## src/hdl/rv32_instruction_execute_macros.svh

```systemverilog
// assertion helpers
`ifndef RV32_INSTRUCTION_EXECUTE_MACROS_SVH
`define RV32_INSTRUCTION_EXECUTE_MACROS_SVH
`define RVX_ASSERT_IMPL(label, ante, cons) \
  label: assert property (@(posedge clk) disable iff (rst) (ante) |-> (cons)) \
    else $error("assertion failed");
`define RVX_ASSERT_NEXT(label, ante, cons) \
  label: assert property (@(posedge clk) disable iff (rst) (ante) |=> (cons)) \
    else $error("assertion failed");
`endif

```

## src/hdl/rvx_pkg.sv

```systemverilog
package rvx_pkg;
  localparam int MemBytes = 65536;
  localparam int MemAw = $clog2(MemBytes);
  localparam logic [6:0] OpR = 7'h33;
  localparam logic [6:0] OpI = 7'h13;
  localparam logic [6:0] OpSys = 7'h73;
  localparam logic [6:0] OpBr = 7'h63;
  localparam logic [6:0] OpJal = 7'h6F;
  localparam logic [6:0] OpSt = 7'h23;
  localparam logic [6:0] OpLd = 7'h03;
  localparam logic [6:0] OpLui = 7'h37;
  localparam logic [6:0] OpAuipc = 7'h17;
  localparam logic [6:0] F7Alt = 7'h20;
  localparam logic [2:0] EvNone = 3'd0;
  localparam logic [2:0] EvPrintInt = 3'd1;
  localparam logic [2:0] EvPrintStr = 3'd2;
  localparam logic [2:0] EvExit = 3'd3;
  localparam logic [2:0] EvPrintChar = 3'd4;
  localparam logic [2:0] EvBadCall = 3'd5;
  localparam logic [2:0] EvInvalid = 3'd6;

  typedef struct packed {
    logic clear;
    logic decode;
    logic rd_rs;
    logic div_start;
    logic mem_step;
    logic finish;
  } ctrl_t;

  typedef struct packed {
    logic clear_last;
    logic need_div;
    logic div_done;
    logic mem_last;
    logic halted;
  } stat_t;
endpackage

```

## src/hdl/rvx_ctrl.sv

```systemverilog
module rvx_ctrl (
  input  logic           clk,
  input  logic           rst,
  input  logic           start,
  input  rvx_pkg::stat_t stat,
  output rvx_pkg::ctrl_t ctrl,
  output logic           busy,
  output logic           strobe
);
  typedef enum logic [6:0] {
    SIdle = 7'b0000001, SRead = 7'b0000010, SExec = 7'b0000100,
    SDiv = 7'b0001000, SMem = 7'b0010000, SDone = 7'b0100000,
    SClear = 7'b1000000
  } state_t;
  state_t state, state_next;

  always_comb begin
    state_next = state;
    ctrl = '0;
    case (state)
      SClear: begin
        ctrl.clear = 1'b1;
        if (stat.clear_last) state_next = SIdle;
      end
      SIdle: if (start) begin
        ctrl.decode = 1'b1; state_next = SRead;
      end
      SRead: begin
        ctrl.rd_rs = 1'b1; state_next = SExec;
      end
      SExec: begin
        if (stat.need_div) begin
          ctrl.div_start = 1'b1; state_next = SDiv;
        end else state_next = SMem;
      end
      SDiv: if (stat.div_done) state_next = SMem;
      SMem: begin
        ctrl.mem_step = 1'b1;
        if (stat.mem_last) state_next = SDone;
      end
      SDone: begin
        ctrl.finish = 1'b1; state_next = SIdle;
      end
      default: state_next = SIdle;
    endcase
  end

  always_ff @(posedge clk) begin
    if (rst) begin
      state <= SClear;
      strobe <= 1'b0;
    end else begin
      state <= state_next;
      strobe <= ctrl.finish;
    end
  end

  assign busy = state != SIdle;
endmodule

```

## config.mk

```make
export PLATFORM = sky130hd
export DESIGN_NAME = rvx_ctrl
export DESIGN_NICKNAME = d
export VERILOG_FILES = /design/src/hdl/rv32_instruction_execute_macros.svh /design/src/hdl/rvx_pkg.sv /design/src/hdl/rvx_ctrl.sv
export SDC_FILE = /design/constraint.sdc
export NUM_CORES = 1
export LEC_CHECK = 0
export BUFFER_PORTS_ARGS = -buffer_cell sky130_fd_sc_hd__buf_4
export CAP_MARGIN = 25
export CORE_AREA = 2 2 39 41
export DETAILED_ROUTE_END_ITERATION = 12
export DIE_AREA = 0 0 41 43
export GPL_TIMING_DRIVEN = 0
export SYNTH_ARGS = -nofsm -noshare
export SYNTH_HDL_FRONTEND = slang
export SYNTH_SLANG_ARGS = --single-unit
```

## constraint.sdc

```tcl
create_clock -name clk -period 2.16 [get_ports clk]
set_clock_uncertainty 0.05 [all_clocks]
set_input_delay 0.324 -clock clk [delete_from_list [all_inputs] [get_ports clk]]
set_output_delay 0.324 -clock clk [all_outputs]
set_load 0.05 [all_outputs]
```

Yosys cells after proc, flatten, opt, wreduce, memory -nomap -nowiden. Cells that the tools add are included.

Bits in registers: 8. Bits in latches: 0. Bits in writable memories: 0. Memory bits (read-only): 0. Input port bits: 8. Output and inout bits: 8. Word-level logic and storage cells: 29. Memories kept: 0.

Add/sub/neg operators: 0. $mul: 0. Divide/modulo/power cells: 0. Magnitude comparators: 0. Equal/unequal tests: 12. Shift operators: 0. Muxes and demuxes: 14. Bitwise gates (word level): 0. Reductions and logical operators: 1.

Operators with widths (count): $pmux W7 S6 (1); $mux W7 (4); $mux W1 (8); $ne A2 B2 Y1 const B (4); $eq A7 B1 Y1 const B (1); $eq A7 B2 Y1 const B (1); $eq A7 B3 Y1 const B (1); $eq A7 B4 Y1 const B (1); $eq A7 B5 Y1 const B (1); $eq A7 B6 Y1 const B (1); $eq A7 B7 Y1 const B (1); $ne A7 B1 Y1 const B (1); $mux W5 (1); $reduce_and A4 Y1 (1).

Longest topological paths before layout.
Word-level depth: 3. Mapped depth: 4. Mapped depth without buffers: 4.

Worst setup path after synthesis. OpenSTA, ideal clock, no wires.

Path type: register to output. Start point: register state[2]. End point: output ctrl[4] in the netlist's numbering. Data arrival time: 2.037 ns. Required time: 1.786 ns. Slack: -0.251 ns. Stages on the path, launching flop included: 4. Buffers on the path: 0. Cell sequence: dfxtp_1 nor3_1 nand4b_1 nor2_1.

RTL lines: start: declaration (line rvx_ctrl.sv:15) `state_t state, state_next;`; start signal: assignment (line rvx_ctrl.sv:50) `state <= SClear;`; start signal: assignment (line rvx_ctrl.sv:53) `state <= state_next;`; end: declaration (line rvx_ctrl.sv:6) `output rvx_pkg::ctrl_t ctrl,`.

==> results.sh <==
export IMPL_status="finished clean"
export IMPL_io_pins=16
export IMPL_seq_area_frac_synth_pct=33.2
export IMPL_fin_util_pct=46.5
export IMPL_rrSetupSlack_ns=0.40
export IMPL_grt_use_total_pct=15.8
export IMPL_yosysWarnings=0
export IMPL_dr_pass1_iters=3
export IMPL_dp_hpwl_um=811
export IMPL_ir_drop_uv=266
export IMPL_drc=0
export IMPL_grt_use_met2_pct=20.9
export IMPL_crit_type="reg -> out"
export IMPL_finalCriticalPeriod_ns=2.04
export IMPL_synth_cell_types=28
export IMPL_synth_area_sq_um=483
export IMPL_start_kind="flip-flop"
export IMPL_drv_slew=0
export IMPL_dp_cells=85
export IMPL_fin_tns_setup_ns=0
export IMPL_vias_per_cell=5.30
export IMPL_cp_max_fo=9
export IMPL_fill_cells=147
export IMPL_postSynthCellCount=55
export IMPL_leakage_nw=0.269
export IMPL_syn_mean_instance_area_sq_um=8.78
export IMPL_die_area_sq_um=1760
export IMPL_r2r_start="state[0]$_SDFFE_PP0P_"
export IMPL_critPathArrivalTime_ns=1.67
export IMPL_syn_nets=63
export IMPL_slew_headroom_pct=75.7
export IMPL_drive_gt1_share_pct=37.5
export IMPL_start_util_pct=34.9
export IMPL_antenna_cells=0
export IMPL_setup_viol_count_final=0
export IMPL_die_w_um=41
export IMPL_clk_latency_ns=0.26
export IMPL_antenna_found_initial=0
export IMPL_holdPathStages=2
export IMPL_cap_violations=0
export IMPL_grt_start_max_net_pins=10
export IMPL_route_detailed_wl_per_inst_um=12.3
export IMPL_grt_pass1_vias=442
export IMPL_tightest_slew_ns=0.362
export IMPL_wl_mm=1.09
export IMPL_crit_path_cell_trace="or3_4 -> or2_2 -> nor2_1 -> buf_4 -> buf_6"
export IMPL_dieHeight_um=43
export IMPL_final_cell_area_sq_um=643
export IMPL_area_growth_synth_to_final_pct=33.2
export IMPL_critPathMaxStageDelay_ns=0.40
export IMPL_grt_busiest_layer="met2"
export IMPL_cts_made_buffers=3
export IMPL_clock_sinks=8
export IMPL_fin_cells=88
export IMPL_rows=14
export IMPL_nNetsFinal=82
export IMPL_holdCritPathClass="in -> reg"
export IMPL_hold_viol=0
export IMPL_place_gp_congestion=0.709
export IMPL_grt_first_pass_wirelength_mm=1.81
export IMPL_setup_slack_ns=0.116
export IMPL_rsz0062_at_grt="false"
export IMPL_ctsHoldBuffers=0
export IMPL_num_vias=466
export IMPL_cp_slowest_cell="or3_4"
export IMPL_first_iter_violations=7
export IMPL_h_tree_depth=1
export IMPL_min_from="rst"
export IMPL_clkTransAtPathRegs_ns=0.06
export IMPL_cts_tree="built"
export IMPL_met1_usage_pct=20.3
export IMPL_ant_nets=0
export IMPL_clockRootBuffer="clkbuf_4"
export IMPL_synth_seq_cells=8
export IMPL_reg2reg_to="state[0]$_SDFFE_PP0P_"
export IMPL_min_to="state[0]$_SDFFE_PP0P_"
export IMPL_use_met3_pct=3.14
export IMPL_cts_resized=0
export IMPL_core_sq_um=1380
export IMPL_period_share_pct=94.6
export IMPL_powerDensity_nw_per_um2=579
export IMPL_cts_buffer_depth=2
export IMPL_post_cts_buffers=0
export IMPL_cp_end_kind="output port"
export IMPL_io_buffers=14
export IMPL_grt_overflow_total=0
export IMPL_cp_required_ns=1.79
export IMPL_fmax_mhz=489
export IMPL_place_ws_ns=0.323
export IMPL_place_area_sq_um=616
export IMPL_reg2reg_depth=4
-- metal layers --
layer	vias to the layer above	share of wire [%]	wire length, um
met4	0	3.4	37
met1	207	47	514
met2	11	46	503
met3	5	2.8	30
li1	243	-	-
met5	-	0	0
-- cell families after synthesis --
logic type                share of synthesized area [%]
and+or+nand+nor                                    48.4
DFF                                                33.2
buffers and inverters                              2.33
xor gates and xnor gates                           1.81
AOI/OAI and AO/OA                                  14.2
-- stage by stage --
step | total power [mW] | hold WS [ns]
6_report | 0.372 | 0.230
5_1_grt | 0.391 | 0.235
4_1_cts | 0.373 | 0.239
3_5_place_dp | 0.256 | 0.509
3_3_place_gp | 0.255 | 0.517
2_1_floorplan | 0.227 | 0.339
-- where the power goes --
group          internal, mW  switching, mW
logic                0.0395         0.0521
registers             0.154        0.00808
clock network        0.0639         0.0551
total                 0.257          0.115
-- flip-flops by register name, indices dropped and copies added (netlist names) --
register	cells
strobe	1
state	7
-- cell usage after synthesis, drive strengths merged --
cell    instances  area [sq um]
a211oi          2          20.0
a21oi           2          10.0
a31oi           1          6.26
and2b           1          7.51
and3            3          23.8
and4b           2          20.0
buf             1          7.51
dfxtp           8           160
inv             1          3.75
nand2b          3          18.8
nand3           1          5.00
nand3b          1          7.51
nand4           1          6.26
nand4b          2          17.5
nor2            4          15.0
nor2b           3          18.8
nor3            4          20.0
nor3b           4          30.0
o211ai          2          15.0
o21a            1          7.51
o21ai           2          10.0
or2             2          12.5
or3             1          11.3
or3b            1          8.76
or4             1          11.3
xor2            1          8.76
-- placed cells by master (no fill, tap or decap), drive strengths merged, types with 2 or more instances in the layout --
master and instances:
a211oi 2, a21oi 2, and3 3, and4b 2
buf 15, clkbuf 3, dfxtp 8, nand2b 3
nand4b 2, nor2 4, nor2b 3, nor3 4
nor3b 4, o211ai 2, o21ai 2, or2 2
-- critical path: cells and delay by family (launching register included) --
| kind | cells | cell delay, ns |
|---|---|---|
| AND/OR/NAND/NOR | 3 | 0.79 |
| buffers and inverters | 2 | 0.25 |
| flip-flops | 1 | 0.36 |
-- cell type report --
class	count	area (sq um)	share of cell area, %
Buffer	1	7.51	1.17
Clock buffer	3	22.5	3.50
Inverter	1	3.75	0.584
Multi-Input combinational cell	45	319	49.6
Sequential cell	8	161	25.1
Tap cell	16	20.0	3.11
Timing Repair Buffer	14	109	16.9
-- how the worst max path moves through the flow --
stage                          start      end
4_1_cts        state[0]$_SDFFE_PP0P_  ctrl[2]
3_3_place_gp   state[0]$_SDFFE_PP0P_  ctrl[2]
6_report       state[0]$_SDFFE_PP0P_  ctrl[2]
5_1_grt        state[0]$_SDFFE_PP0P_  ctrl[2]
3_5_place_dp   state[0]$_SDFFE_PP0P_  ctrl[2]
2_1_floorplan  state[2]$_SDFFE_PP0P_  ctrl[4]
No activity file was read; power rests on OpenSTA's default activity.
